--- config.mk ---
export PLATFORM = sky130hd
export DESIGN_NAME = cfsr_cordic
export DESIGN_NICKNAME = d
export VERILOG_FILES = /design/src/rtl/cfsr_pkg.sv /design/src/rtl/cfsr_cordic.sv
export SDC_FILE = /design/constraint.sdc
export NUM_CORES = 2
export LEC_CHECK = 0
export ABC_AREA = 1
export BUFFER_PORTS_ARGS = -buffer_cell sky130_fd_sc_hd__buf_2
export CAP_MARGIN = 10
export CORE_ASPECT_RATIO = 0.6
export CORE_MARGIN = 8
export CORE_UTILIZATION = 39
export DETAILED_ROUTE_END_ITERATION = 8
export GPL_TIMING_DRIVEN = 0
export PLACE_DENSITY = 0.62
export SETUP_SLACK_MARGIN = 0.3
export SYNTH_ARGS = -nofsm -noshare
export SYNTH_HDL_FRONTEND = slang
export SYNTH_SLANG_ARGS = --single-unit
--- constraint.sdc ---
create_clock -name aclk -period 9.3 [get_ports aclk]
set_input_delay 2.79 -clock aclk [delete_from_list [all_inputs] [get_ports aclk]]
set_output_delay 2.79 -clock aclk [all_outputs]
set_load 0.05 [all_outputs]
--- src/rtl/cfsr_pkg.sv ---
package cfsr_pkg;

    // Angles are Q.24 radians carried in ANG_W signed bits.
    localparam int ANG_W = 28;
    // Periods never exceed 2*pi*2^24*256/16, which fits in PER_W unsigned bits.
    localparam int PER_W = 31;
    // Width of the constant numerators of the period division.
    localparam int NUM_W = 35;

    localparam logic [NUM_W-1:0] RAD_NUM   = 35'd26986075392;
    localparam logic [NUM_W-1:0] TEN_V_NUM = 35'd2621440;

    localparam logic signed [ANG_W-1:0] PI_Q24      = 28'sd52707179;
    localparam logic signed [ANG_W-1:0] HALF_PI_Q24 = 28'sd26353589;
    localparam logic signed [ANG_W-1:0] TWO_PI_S    = 28'sd105414357;
    localparam logic [PER_W-1:0]        TWO_PI_U    = 31'd105414357;

    localparam logic signed [24:0] KINV_Q24 = 25'sd10188014;

    typedef enum logic {
        FOLD_SQUARE = 1'b0,
        FOLD_RADIAL = 1'b1
    } fold_mode_t;

    typedef enum logic [1:0] {
        REG_FOLD_MODE    = 2'd0,
        REG_AMOUNT_BASE  = 2'd1,
        REG_AMOUNT_DEPTH = 2'd2
    } cfg_index_t;

    function automatic logic signed [ANG_W-1:0] atan_q24(input logic [4:0] idx);
        logic signed [ANG_W-1:0] res;
        unique case (idx)
            5'd0:  res = 28'sd13176795;
            5'd1:  res = 28'sd7778716;
            5'd2:  res = 28'sd4110060;
            5'd3:  res = 28'sd2086331;
            5'd4:  res = 28'sd1047214;
            5'd5:  res = 28'sd524117;
            5'd6:  res = 28'sd262123;
            5'd7:  res = 28'sd131069;
            5'd8:  res = 28'sd65536;
            5'd9:  res = 28'sd32768;
            5'd10: res = 28'sd16384;
            5'd11: res = 28'sd8192;
            5'd12: res = 28'sd4096;
            5'd13: res = 28'sd2048;
            5'd14: res = 28'sd1024;
            5'd15: res = 28'sd512;
            5'd16: res = 28'sd256;
            5'd17: res = 28'sd128;
            5'd18: res = 28'sd64;
            5'd19: res = 28'sd32;
            5'd20: res = 28'sd16;
            5'd21: res = 28'sd8;
            5'd22: res = 28'sd4;
            5'd23: res = 28'sd2;
            default: res = '0;
        endcase
        return res;
    endfunction

endpackage

--- src/rtl/cfsr_cordic.sv ---
module cfsr_cordic #(
    parameter int W   = 23,
    parameter int NS  = 16,
    parameter bit VEC = 1'b1,
    parameter int S_W = 1
) (
    input  logic                           aclk,
    input  logic                           aresetn,
    input  logic                           adv,
    input  logic                           in_valid,
    input  logic signed [W-1:0]            p_i,
    input  logic signed [W-1:0]            q_i,
    input  logic signed [cfsr_pkg::ANG_W-1:0] z_i,
    input  logic [S_W-1:0]                 side_i,
    output logic                           out_valid,
    output logic signed [W-1:0]            p_o,
    output logic signed [W-1:0]            q_o,
    output logic signed [cfsr_pkg::ANG_W-1:0] z_o,
    output logic [S_W-1:0]                 side_o
);
    import cfsr_pkg::*;

    logic                    vld_reg  [NS];
    logic signed [W-1:0]     p_reg    [NS];
    logic signed [W-1:0]     q_reg    [NS];
    logic signed [ANG_W-1:0] z_reg    [NS];
    logic [S_W-1:0]          side_reg [NS];

    for (genvar i = 0; i < NS; i++) begin : g_stage
        logic                    vld_prev;
        logic signed [W-1:0]     p_prev;
        logic signed [W-1:0]     q_prev;
        logic signed [ANG_W-1:0] z_prev;
        logic [S_W-1:0]          side_prev;
        logic                    plus;
        logic signed [W-1:0]     p_next;
        logic signed [W-1:0]     q_next;
        logic signed [ANG_W-1:0] z_next;

        if (i == 0) begin : g_first
            assign vld_prev  = in_valid;
            assign p_prev    = p_i;
            assign q_prev    = q_i;
            assign z_prev    = z_i;
            assign side_prev = side_i;
        end else begin : g_next
            assign vld_prev  = vld_reg[i-1];
            assign p_prev    = p_reg[i-1];
            assign q_prev    = q_reg[i-1];
            assign z_prev    = z_reg[i-1];
            assign side_prev = side_reg[i-1];
        end

        // Vectoring drives q toward zero; rotation drives the angle toward zero.
        // Both reduce to the same micro-rotation with a different sign source.
        if (VEC) begin : g_vec
            assign plus = (q_prev >= 0);
        end else begin : g_rot
            assign plus = (z_prev < 0);
        end

        assign p_next = plus ? p_prev + (q_prev >>> i) : p_prev - (q_prev >>> i);
        assign q_next = plus ? q_prev - (p_prev >>> i) : q_prev + (p_prev >>> i);
        assign z_next = plus ? z_prev + atan_q24(5'(i)) : z_prev - atan_q24(5'(i));

        always_ff @(posedge aclk) begin
            if (!aresetn) begin
                vld_reg[i] <= 1'b0;
            end else if (adv) begin
                vld_reg[i] <= vld_prev;
            end
        end

        always_ff @(posedge aclk) begin
            if (adv) begin
                p_reg[i]    <= p_next;
                q_reg[i]    <= q_next;
                z_reg[i]    <= z_next;
                side_reg[i] <= side_prev;
            end
        end
    end

    assign out_valid = vld_reg[NS-1];
    assign p_o       = p_reg[NS-1];
    assign q_o       = q_reg[NS-1];
    assign z_o       = z_reg[NS-1];
    assign side_o    = side_reg[NS-1];

endmodule

# Word-level counts from Yosys, hierarchy flattened
# Memory sizes are Yosys's and may differ from the RTL's.
# Cells that the tools add are included.
[classes]
bitwise = 16
magnitude_cmp = 16
n_mux = 69
n_addsub = 95
[op_table]
columns = ["op", "count"]
rows = [
  ["$mux W23", 32],
  ["$mux W28", 16],
  ["$ge A23 B1 Y1 const B", 16],
  ["$add A28 B18 Y28 const B", 2],
  ["$sub A28 B18 Y28 const B", 2],
  ["$add A23 B10 Y23", 2],
  ["$add A23 B11 Y23", 2],
  ["$add A23 B12 Y23", 2],
  ["$add A23 B13 Y23", 2],
  ["$add A23 B14 Y23", 2],
  ["$add A23 B15 Y23", 2],
  ["$add A23 B16 Y23", 2],
  ["$add A23 B17 Y23", 2],
  ["$add A23 B18 Y23", 2],
  ["$add A23 B19 Y23", 2],
  ["$add A23 B20 Y23", 2],
  ["$add A23 B21 Y23", 2],
  ["$add A23 B22 Y23", 2],
  ["$add A23 B8 Y23", 2],
  ["$add A23 B9 Y23", 2],
  ["$sub A23 B10 Y23", 2],
  ["$sub A23 B11 Y23", 2],
  ["$sub A23 B12 Y23", 2],
  ["$sub A23 B13 Y23", 2],
  ["other kinds (43)", 90],
]
[totals]
input_bits = 79
ff_bits = 0
output_inout_bits = 76
n_memories = 5
wordCells = 201
ram_bits = 1216
[mem_list]
columns = ["name", "words", "word_bits", "rd", "rd_ports_with_merged_regs", "write_ports", "line_no", "text"]
rows = [
  ["z_reg", 16, 28, 16, 0, 16, "cfsr_cordic.sv:26", "logic signed [ANG_W-1:0] z_reg [NS];"],
  ["p_reg", 16, 23, 16, 0, 16, "cfsr_cordic.sv:24", "logic signed [W-1:0] p_reg [NS];"],
  ["q_reg", 16, 23, 16, 0, 16, "cfsr_cordic.sv:25", "logic signed [W-1:0] q_reg [NS];"],
  ["side_reg", 16, 1, 16, 0, 16, "cfsr_cordic.sv:27", "logic [S_W-1:0] side_reg [NS];"],
  ["vld_reg", 16, 1, 16, 0, 16, "cfsr_cordic.sv:23", "logic vld_reg [NS];"],
]

# Depth between registers and ports, before layout
[depth]
word_depth = 4
mapped_depth = 20
depth_no_buf = 20

# Worst setup path after synthesis
# OpenSTA, ideal clock, no wires.
[synth_path]
kind = "input to register"
from = "input port q_i[22]"
to = "memory z_reg[0][27], data pin"
slack_ns = 4.660
required_time_ns = 9.048
cell_stages = 13
setup_ns = 0.252
t_arrival_ns = 4.388
path_cell_list = "inv_1 -> buf_2 -> ha_1 -> a21oi_1 -> nor2_1 -> nor2_1 -> nand2_1 -> nand2_1 -> nand2_1 -> nand2_1 -> nand2_1 -> nand2_1 -> nand2_1"
[synth_rtl]
columns = ["element", "line_no", "text"]
rows = [
  ["start, declared", "cfsr_cordic.sv:12", "input logic signed [W-1:0] q_i,"],
  ["end, declared", "cfsr_cordic.sv:26", ""],
]

==> metrics.cfg <==
[grt]
grt_max_degree=174
antenna_found_initial=12
grt_pass1_wl_um=543300
first_global_vias=87795
overflow=0
grt_usage_pct=23.26

[worst_setup_path]
cp_cell_sequence=buf_2 -> inv_1 -> buf_2 -> ha_1 -> a21oi_1 -> a21boi_0 -> nand2_1 -> nand2_1 -> nand2_1 -> nand2_1 -> nand2_1
reg2regPathDepth=13
startpoint_type=input pin
cp_slowest_cell=buf_2
cp_top_family=buffers and inverters
crit_end=z_reg[0][27]
worst-path-buf-inv=3
worstSetupPathDepth=11
max_stage_delay_ns=0.62
startpoint=q_i[22]
end_kind=register
crit_path_max_fanout=23
rr_endpoint=q_reg[3][22]
cp.required_ns=9.88
crit_type=input pin to register
cpMostUsedCell=nand2_1
r2r_start=q_reg[2][22]
worstPathArrival_ns=5.73
reg2reg_slack_ns=4.54

[finish]
final_cells=18532
fillers=28328
multi_input_area_sq_um=65540
fin_nets=15907
drive_gt1_share_pct=3.951
utilization_pct=42.93
syn2layout_area_growth_pct=9.785
largest_reg_flops=448
ff_latch_area_sq_um=36480

[sta]
finClkSkew_ns=0.06654
relSlewSlack_pct=22.21
fin_crit_ns=5.147
period_share_pct=55.35
finalSetupViolCount=0
fin_tns_setup_ns=0
rsz0062_at_grt=no
holdWs_ns=0.4075
tightest_slew_ns=1.167
finalHoldViolCount=0
report.final.slew_viol_count=0
max_freq_mhz=194.3

[clock_network]
cts_hold_buf=0
cts_setup_buffers=0
cts_sinks=1215
cts.reportedPaths.clkPinSlew_ns=0.06
clk_latency_ns=0.83
cts_tree=built
cts_buffers=141
cts_resized=0
cts_buffer_depth=4
root_buffer=clkbuf_16
h-tree-depth=4

[floorplanning]
rows=150
fp.dieArea_sq_um=296200
die_x_um=697.3
die_h_um=424.8
core-area_sq_um=277800
initial_core_util_pct=39.10
pin_count=155

[logic_synthesis]
yosys-top-cells-count=nand2_1 (3588), inv_1 (1732), nor2_1 (1357)
synth_top_area_share_pct=33.56
synth-main-ff-cell=edfxtp_1
seq_area_frac_synth_pct=33.58
yosys.cell_count.top_type=nand2_1
synthCells=14296
netlist_area_sq_um=108600
yosysWarnings=0
async_flop_share_pct=0
ys_ff_latch=1215
yosys.cell_types.count=62
synth-edff-count=1214
syn-mean-instance-area_sq_um=7.597
synth.area.top_cells=edfxtp_1 (34%), nand2_1 (12%), ha_1 (12%), xor2_1 (6.8%), inv_1 (6.0%)
yosys.area.top_type=edfxtp_1

[placement]
dp_hpwl_um=297300
place_congestion=0.9757
dp_cells=18288
portBuffers=154

[status]
status=completed

[detailed_routing]
dr.pass1.iters=6
num_vias=99875
routedWlPerCell_um=19.39
vias_per_cell=5.389
drc_errors=0
antenna_left=0
wl_um=359300
dr.first_iter.drc_count=13066

[flow_run]
maxCapViolations=0

[min_path]
hp-class=register to register

logic make-up after synthesis:
kind of cell,Yosys count,synth area share (%)
simple gates,6688,25.86
compound gates,2321,11.87
buf+inv,1835,6.437
flops,1215,33.58
fa+ha+maj,1120,13.24
xor+xnor,1113,8.975
mux,3,0.02765
other cells,1,0.003453
area by class of cell:
cell class / instances / share of cell area (%)
clock inverters: 82 / 0.7177
repair buffers: 165 / 0.8814
well taps: 3724 / 3.908
diodes: 1 / 0.002099
multi-input cells: 11350 / 54.96
plain buffers: 87 / 0.3631
inverters: 1748 / 5.505
clock buffers: 160 / 3.072
flip-flops and latches: 1215 / 30.59
layout by cell type (no fill, tap or decap), drive strengths merged, types with 23 or more instances in the layout:
cell type  netlist  routed
nand4          267     267
nor2          1378    1378
a21boi          77      77
inv           1744    1759
a31oi           40      40
o21bai         119     119
nand3          940     940
buf             46     211
xnor2          269     269
nand2         3624    3624
o21a            33      33
o31ai           46      46
a21oi         1149    1149
fa              49      49
clkinv           4      52
a21o            90      90
ha            1071    1071
edfxtp        1214    1214
conb             1     105
nand2b          23      23
nor3           339     339
o21ai          742     742
nor4            51      51
clkbuf          41     201
nand3b          29      29
xor2           844     844
worst min path at each step:
stage / startpoint / to / cells past startpoint
finish: z_reg[1][10] / z_reg[1][38] / 0
global route: z_reg[1][10] / z_reg[1][38] / 0
CTS: z_reg[1][10] / z_reg[1][38] / 0
detailed placement: z_reg[0][28] / z_reg[0][56] / 0
global placement: side_reg[0][6] / side_reg[0][7] / 0
floorplan: side_reg[0][0] / side_reg[0][1] / 0
metal layers:
layer	track usage, %	part of all wire [%]	vias up
met5	0	0.0036	-
met2	26.28	32	4728
met4	2.786	1.0	2
met1	41.57	54	45905
met3	5.673	13	232
li1	-	-	49008
per-stage QoR:
stage	area, sq um	setup WS, ns
6_report	119200	4.153
3_3_place_gp	114400	-18.01
4_1_cts	119200	4.299
3_5_place_dp	114700	3.372
2_1_floorplan	109000	4.660
5_1_grt	119200	3.990
Power is left out: the tool's default activity adds up to more than one toggle a clock period on the data nets, which glitch-free logic cannot reach.
