--- src/rtl/cfsr_div.sv ---
module cfsr_div #(
    parameter int N_W = 35,
    parameter int D_W = 16,
    parameter int S_W = 1
) (
    input  logic           aclk,
    input  logic           aresetn,
    input  logic           adv,
    input  logic           in_valid,
    input  logic [N_W-1:0] dividend,
    input  logic [D_W-1:0] divisor,
    input  logic [S_W-1:0] side_i,
    output logic           out_valid,
    output logic [N_W-1:0] quotient,
    output logic [D_W-1:0] remainder,
    output logic [S_W-1:0] side_o
);

    // Restoring division, one quotient bit per stage, most significant first.
    logic           vld_reg  [N_W];
    logic [N_W-1:0] num_reg  [N_W];
    logic [D_W-1:0] dvs_reg  [N_W];
    logic [D_W-1:0] rem_reg  [N_W];
    logic [N_W-1:0] quo_reg  [N_W];
    logic [S_W-1:0] side_reg [N_W];

    for (genvar k = 0; k < N_W; k++) begin : g_stage
        logic           vld_prev;
        logic [N_W-1:0] num_prev;
        logic [D_W-1:0] dvs_prev;
        logic [D_W-1:0] rem_prev;
        logic [N_W-1:0] quo_prev;
        logic [S_W-1:0] side_prev;
        logic [D_W:0]   trial;
        logic           take;
        logic [D_W-1:0] rem_next;
        logic [N_W-1:0] quo_next;

        if (k == 0) begin : g_first
            assign vld_prev  = in_valid;
            assign num_prev  = dividend;
            assign dvs_prev  = divisor;
            assign rem_prev  = '0;
            assign quo_prev  = '0;
            assign side_prev = side_i;
        end else begin : g_next
            assign vld_prev  = vld_reg[k-1];
            assign num_prev  = num_reg[k-1];
            assign dvs_prev  = dvs_reg[k-1];
            assign rem_prev  = rem_reg[k-1];
            assign quo_prev  = quo_reg[k-1];
            assign side_prev = side_reg[k-1];
        end

        assign trial    = {rem_prev, num_prev[N_W-1-k]};
        assign take     = (trial >= {1'b0, dvs_prev});
        assign rem_next = take ? D_W'(trial - {1'b0, dvs_prev}) : trial[D_W-1:0];
        assign quo_next = {quo_prev[N_W-2:0], take};

        always_ff @(posedge aclk) begin
            if (!aresetn) begin
                vld_reg[k] <= 1'b0;
            end else if (adv) begin
                vld_reg[k] <= vld_prev;
            end
        end

        always_ff @(posedge aclk) begin
            if (adv) begin
                num_reg[k]  <= num_prev;
                dvs_reg[k]  <= dvs_prev;
                rem_reg[k]  <= rem_next;
                quo_reg[k]  <= quo_next;
                side_reg[k] <= side_prev;
            end
        end
    end

    assign out_valid = vld_reg[N_W-1];
    assign quotient  = quo_reg[N_W-1];
    assign remainder = rem_reg[N_W-1];
    assign side_o    = side_reg[N_W-1];

endmodule

--- config.mk ---
export PLATFORM = sky130hd
export DESIGN_NAME = cfsr_div
export DESIGN_NICKNAME = d
export VERILOG_FILES = /design/src/rtl/cfsr_div.sv
export SDC_FILE = /design/constraint.sdc
export NUM_CORES = 2
export LEC_CHECK = 0
export ABC_AREA = 1
export BUFFER_PORTS_ARGS = -buffer_cell sky130_fd_sc_hd__buf_2
export CAP_MARGIN = 25
export CORE_UTILIZATION = 57
export CTS_BUF_LIST = sky130_fd_sc_hd__clkbuf_4
export DETAILED_ROUTE_END_ITERATION = 10
export PLACE_DENSITY = 0.73
export SETUP_SLACK_MARGIN = 0.2
export SKIP_LAST_GASP = 1
export SYNTH_ARGS = -nofsm -noshare
export SYNTH_HDL_FRONTEND = slang
export SYNTH_SLANG_ARGS = --single-unit
--- constraint.sdc ---
create_clock -name aclk -period 2.9 [get_ports aclk]
set_input_delay 0 -clock aclk [delete_from_list [all_inputs] [get_ports aclk]]
set_output_delay 0 -clock aclk [all_outputs]
set_load 0.05 [all_outputs]
======== After elaboration in Yosys (flattened, before gate mapping) ========
Memories as Yosys holds them, arrays and structs flattened.
Cells that the tools add are included.
storage, ports and cells
  output and inout bits ................... 53
  register bits ........................... 0
  input bits .............................. 56
  word-level logic and storage cells ...... 186
  RAM bits ................................ 3640
  memories ................................ 6
memory list
  name      words  bits a word  rd ports  clocked after Yosys merged registers in  write ports  RTL line  source
  num_reg   35     35           34        0                                        35           21        logic [N_W-1:0] num_reg [N_W];
  quo_reg   35     35           35        0                                        35           24        logic [N_W-1:0] quo_reg [N_W];
  dvs_reg   35     16           34        0                                        35           22        logic [D_W-1:0] dvs_reg [N_W];
  rem_reg   35     16           35        0                                        35           23        logic [D_W-1:0] rem_reg [N_W];
  side_reg  35     1            35        0                                        35           25        logic [S_W-1:0] side_reg [N_W];
  vld_reg   35     1            35        0                                        35           20        logic vld_reg [N_W];
operators by class
  bitwise gates (word level) .............. 35
  add/subtract/negate cells ............... 35
  multiplexer cells ....................... 75
  magnitude comparators ................... 35
operator list
  kind            count
  $ge 17x16->1    34
  $mux 16         35
  $sub 16x16->16  34
  $mux 1          40
  $or 1x1->1      35
  $ge 1x16->1     1
  $sub 1x16->16   1

======== Depth between registers and ports, before layout ========
  word-level depth ........................ 4
  mapped depth ............................ 15
  mapped depth without buffers ............ 13

======== Worst setup path after synthesis ========
OpenSTA, ideal clock, no wires.
  path type ............................... register to register
  from .................................... mem rem_reg[6][9]
  to ...................................... mem rem_reg[7][4], data pin
  clock period less this slack ............ 1.923 ns
  library setup time ...................... 0.252 ns
  path buffers ............................ 1
  data arrival time ....................... 1.671 ns
  stages on the path, launching flop included .. 12
  slack ................................... 0.977 ns
  data required time ...................... 2.648 ns
  cell sequence ........................... edfxtp_1 -> ha_1 -> nand2_1 -> nor2_1 -> and2_1 -> nand2_1 -> nand2_1 -> nor2_4 -> nand2_4 -> buf_6 -> nand2_1 -> nand2_1
RTL lines
  what             RTL line
  start, declared  23

==> results_tabular.tex <==
\begin{tabular}{lr}
\hline
Metric & Value \\
\hline
\multicolumn{2}{l}{\textbf{Run status}} \\
Outcome & completed \\
\multicolumn{2}{l}{\textbf{Finish}} \\
Count of fill cells added during filler insertion & 16687 \\
Number of flip-flops in the largest register & 630 \\
Register area & 72030 sq um \\
Leading cell type in the layout, fill and taps excluded & sky130\_fd\_sc\_hd\_\_nand2\_1 \\
Leading cell types in the layout, fill and taps excluded & sky130\_fd\_sc\_hd\_\_nand2\_1 (4173), sky130\_fd\_sc\_hd\_\_edfxtp\_1 (2398), sky130\_fd\_sc\_hd\_\_inv\_1 (2167) \\
Total Nets Final & 13503 \\
Non-Filler Cell Area, Final & 131900 sq um \\
Share of cells above drive strength 1 & 0.1041 \\
Core occupancy in the finished layout & 0.6416 \\
Area overhead of the layout relative to synthesis & 11.39\% \\
Multi-input logic area & 37260 sq um \\
\multicolumn{2}{l}{\textbf{Routing}} \\
Vias after detailed routing & 82004 \\
Detail-routed net length per standard cell & 16.81 um \\
Iteration count of the initial detailed-routing pass & 7 \\
Post-DR vias/cell & 5.129 \\
Iter 0 DRT Violations & 6384 \\
DRC Markers & 0 \\
Post-detailed-routing wire length & 268800 um \\
Number of nets with antenna violations after routing & 0 \\
\multicolumn{2}{l}{\textbf{Worst hold path}} \\
Hold Path Origin & aresetn \\
Destination of the worst hold path & vld\_reg[8][2] \\
Worst Hold Path Cells & 5 \\
Tightest Hold Check Type & primary input to register \\
\multicolumn{2}{l}{\textbf{Critical path}} \\
Max stage delay cell, worst path & sky130\_fd\_sc\_hd\_\_dlygate4sd3\_1 \\
Critical Path End Type & register \\
Largest stage delay on the critical path & 570 ps \\
Crit path max-delay family & buffers and inverters \\
R2r endpoint & rem\_reg[28][12] \\
Biggest fanout along the worst timing path & 18 \\
Number of logic stages on the critical path including buffering & 11 \\
Arrival time at the worst endpoint & 3720 ps \\
Crit path top cell by count & sky130\_fd\_sc\_hd\_\_dlygate4sd3\_1 \\
Source of the worst register-to-register timing path & dvs\_reg[27][3] \\
Crit path buffers/inverters & 6 \\
Required time at the endpoint of the critical path & 4020 ps \\
Kind of start point of the critical path & primary input \\
Depth of the most critical reg-to-reg path & 12 \\
Sequence of cells on the critical path & dlygate4sd3\_1 > dlygate4sd3\_1 > buf\_2 > dlygate4sd3\_1 > or2\_0 > nor4\_1 > nand3\_1 > buf\_4 > nand2\_1 > dlygate4sd3\_1 > o21ai\_0 \\
Flop-to-flop setup slack & 380 ps \\
Setup CP Type & primary input to register \\
\multicolumn{2}{l}{\textbf{Placed design}} \\
Port buffer count & 108 \\
Placed cell area & 122700 sq um \\
DP Worst Slack & 397.4 ps \\
Detail Placement HPWL & 193100 um \\
Placer's final routability congestion estimate & 0.9149 \\
\multicolumn{2}{l}{\textbf{CTS}} \\
TritonCTS clock tree & built \\
Register clock-pin slew on the reported worst setup and hold paths & 80 ps \\
Cts bufs inserted & 617 \\
Resized cells post-CTS & 0 \\
Clock root buffer master & sky130\_fd\_sc\_hd\_\_clkbuf\_4 \\
Sink Count & 2399 \\
Post-CTS setup buffer count & 0 \\
Htree depth & 6 \\
Clk Latency, worst-skew pair & 1420 ps \\
Buffer depth of the longest clock path & 4 \\
\multicolumn{2}{l}{\textbf{Logic synthesis}} \\
Instance count of the mapped netlist & 11973 \\
Cell area after synthesis & 118400 sq um \\
Sequential cell area fraction in the yosys report & 0.6082 \\
Yosys warning count & 0 \\
Post-synthesis net count & 12609 \\
Primary FF master, synth & sky130\_fd\_sc\_hd\_\_edfxtp\_1 \\
Synthesized area per cell & 9.892 sq um \\
Register bit count reported by yosys & 2399 \\
Async set-reset flop share out of synthesis & 0 \\
Number of distinct library cells after synthesis & 42 \\
EDFF count, synth & 2398 \\
\multicolumn{2}{l}{\textbf{GRT}} \\
Overflow left after global routing & 0 \\
Number of antenna violations at the first check in global routing & 3 \\
Global routing usage summed across all routing layers & 0.2570 \\
Pin count of the biggest net entering global routing & 129 \\
Number of global-route vias before repair & 80853 \\
Wire length of the first global-routing pass & 426400 um \\
\multicolumn{2}{l}{\textbf{Power and ir drop}} \\
Worst ir drop on vdd & 600.7 uV \\
Power per cell area & 980.7 nW/um\^{}2 \\
Static Leakage & 62.75 nW \\
\multicolumn{2}{l}{\textbf{Die}} \\
Floorplan row count & 166 \\
Height of the chip & 457.8 um \\
Standard cell core area & 205600 sq um \\
I/O pin cnt & 109 \\
Die area & 209600 sq um \\
Overall die width & 457.8 um \\
Initial Utilization & 0.5760 \\
\multicolumn{2}{l}{\textbf{Timing}} \\
Finish-stage setup viols & 0 \\
Total Neg Setup Slack & 0 ps \\
Peak Freq & 384.5 MHz \\
Max-slew violations & 0 \\
Max-slew headroom & 0.3599 \\
Post-layout min period & 2601 ps \\
Slew at the pin closest to its max-slew limit & 952.8 ps \\
Fraction of the cycle the final worst path needs & 0.8969 \\
Final setup slack of the worst path & 299.0 ps \\
Clock Skews & 99.56 ps \\
Hold violation count in the final report & 0 \\
Setup repair after global routing missed its margin & false \\
\multicolumn{2}{l}{\textbf{Run}} \\
Max-cap check violation count & 0 \\
\hline
\end{tabular}
==> through the flow <==
step                hold WS, ps  total power [mW]  std cells
detailed placement        178.1             101.0      14765
CTS                       23.81             129.9      15972
floorplan                 98.87             87.06      11973
global route              25.18             139.5      15987
global placement          177.3             100.4      14765
finish                    169.2             129.4      15989
==> worst max path at each step <==
| stage | from | end | slack (ps) |
|---|---|---|---|
| after floorplan | rem_reg[6][9] | rem_reg[7][4] | 980 |
| after global placement | dvs_reg[27][3] | rem_reg[28][12] | 440 |
| after detailed placement | dvs_reg[27][3] | rem_reg[28][12] | 400 |
| after CTS | dvs_reg[27][3] | rem_reg[28][12] | 390 |
| after global routing | dvs_reg[27][3] | rem_reg[28][12] | 210 |
| final | divisor[13] | rem_reg[0][0] | 300 |
==> layer usage <==
layer / track usage / part of all wire / up-vias
li1: - / - / 41050
met1: 0.3520 / 0.45 / 38161
met2: 0.4181 / 0.47 / 2328
met3: 0.04138 / 0.053 / 465
met4: 0.08754 / 0.027 / 0
met5: 0 / 0 / -
==> timing repair <==
action	in CTS	in global routing
endpoints found under the hold margin	2501	33
endpoints found under the setup margin	0	0
hold buffers	169	1
==> worst register-to-register path, cell delays in order (launching register included) <==
cell	delay, ps
sky130_fd_sc_hd__edfxtp_1	470
sky130_fd_sc_hd__inv_1	80
sky130_fd_sc_hd__ha_1	350
sky130_fd_sc_hd__nand2_1	140
sky130_fd_sc_hd__inv_1	50
sky130_fd_sc_hd__nand2_1	80
sky130_fd_sc_hd__nand3_1	80
sky130_fd_sc_hd__nand2_1	110
sky130_fd_sc_hd__nand3_1	120
sky130_fd_sc_hd__nand2_2	340
sky130_fd_sc_hd__nand2_4	260
sky130_fd_sc_hd__nand2_1	140
sky130_fd_sc_hd__nand2_1	90
==> area by class of cell <==
class | count | share of cell area
antenna | 15 | 0.0002845
clock buffer | 880 | 0.05008
clock inverter | 158 | 0.006582
inverter | 2183 | 0.06211
multi-input combinational | 7267 | 0.2824
sequential | 2399 | 0.5460
tap | 2688 | 0.02549
timing repair buffer | 399 | 0.02703
==> synth_stat cells (22+ instances only) <==
master / count / area (sq um)
sky130_fd_sc_hd__nand3b_1: 75 / 563.0
sky130_fd_sc_hd__xnor2_1: 50 / 437.9
sky130_fd_sc_hd__fa_1: 34 / 680.7
sky130_fd_sc_hd__buf_4: 22 / 165.2
sky130_fd_sc_hd__o21a_1: 28 / 210.2
sky130_fd_sc_hd__a21oi_1: 289 / 1446
sky130_fd_sc_hd__nor2_1: 484 / 1817
sky130_fd_sc_hd__xor2_1: 158 / 1384
sky130_fd_sc_hd__or2_2: 25 / 156.4
sky130_fd_sc_hd__edfxtp_1: 2398 / 72010
sky130_fd_sc_hd__buf_2: 48 / 240.2
sky130_fd_sc_hd__buf_6: 34 / 382.9
sky130_fd_sc_hd__nor2_4: 30 / 337.8
sky130_fd_sc_hd__nand2_1: 4173 / 15660
sky130_fd_sc_hd__nor3_1: 97 / 485.5
sky130_fd_sc_hd__o21bai_1: 22 / 165.2
sky130_fd_sc_hd__ha_1: 546 / 6832
sky130_fd_sc_hd__and2_1: 33 / 206.5
sky130_fd_sc_hd__nand2_2: 57 / 356.6
sky130_fd_sc_hd__nand2_4: 28 / 315.3
sky130_fd_sc_hd__inv_1: 2167 / 8134
sky130_fd_sc_hd__nand3_1: 888 / 4444
sky130_fd_sc_hd__nand4_1: 147 / 919.6
==> power by group <==
group / total, mW / internal (mW) / switching [mW]
sequential: 50.7 / 46.7 / 4.03
combinational: 50.7 / 17.0 / 33.7
clock: 28.0 / 14.5 / 13.5
==> cells by family (layout without fill, tap and decap cells) <==
logic type | Yosys count | after routing | share of synthesized area
AOI/OAI and AO/OA | 366 | 366 | 0.01685
and+or+nand+nor | 6113 | 6113 | 0.2190
adders and majority gates | 580 | 580 | 0.06343
other | 0 | 15 | 0
xor gates and xnor gates | 208 | 208 | 0.01538
buffers and inverters | 2307 | 3620 | 0.07721
DFF | 2399 | 2399 | 0.6082
Power figures use the tool's default switching activity.
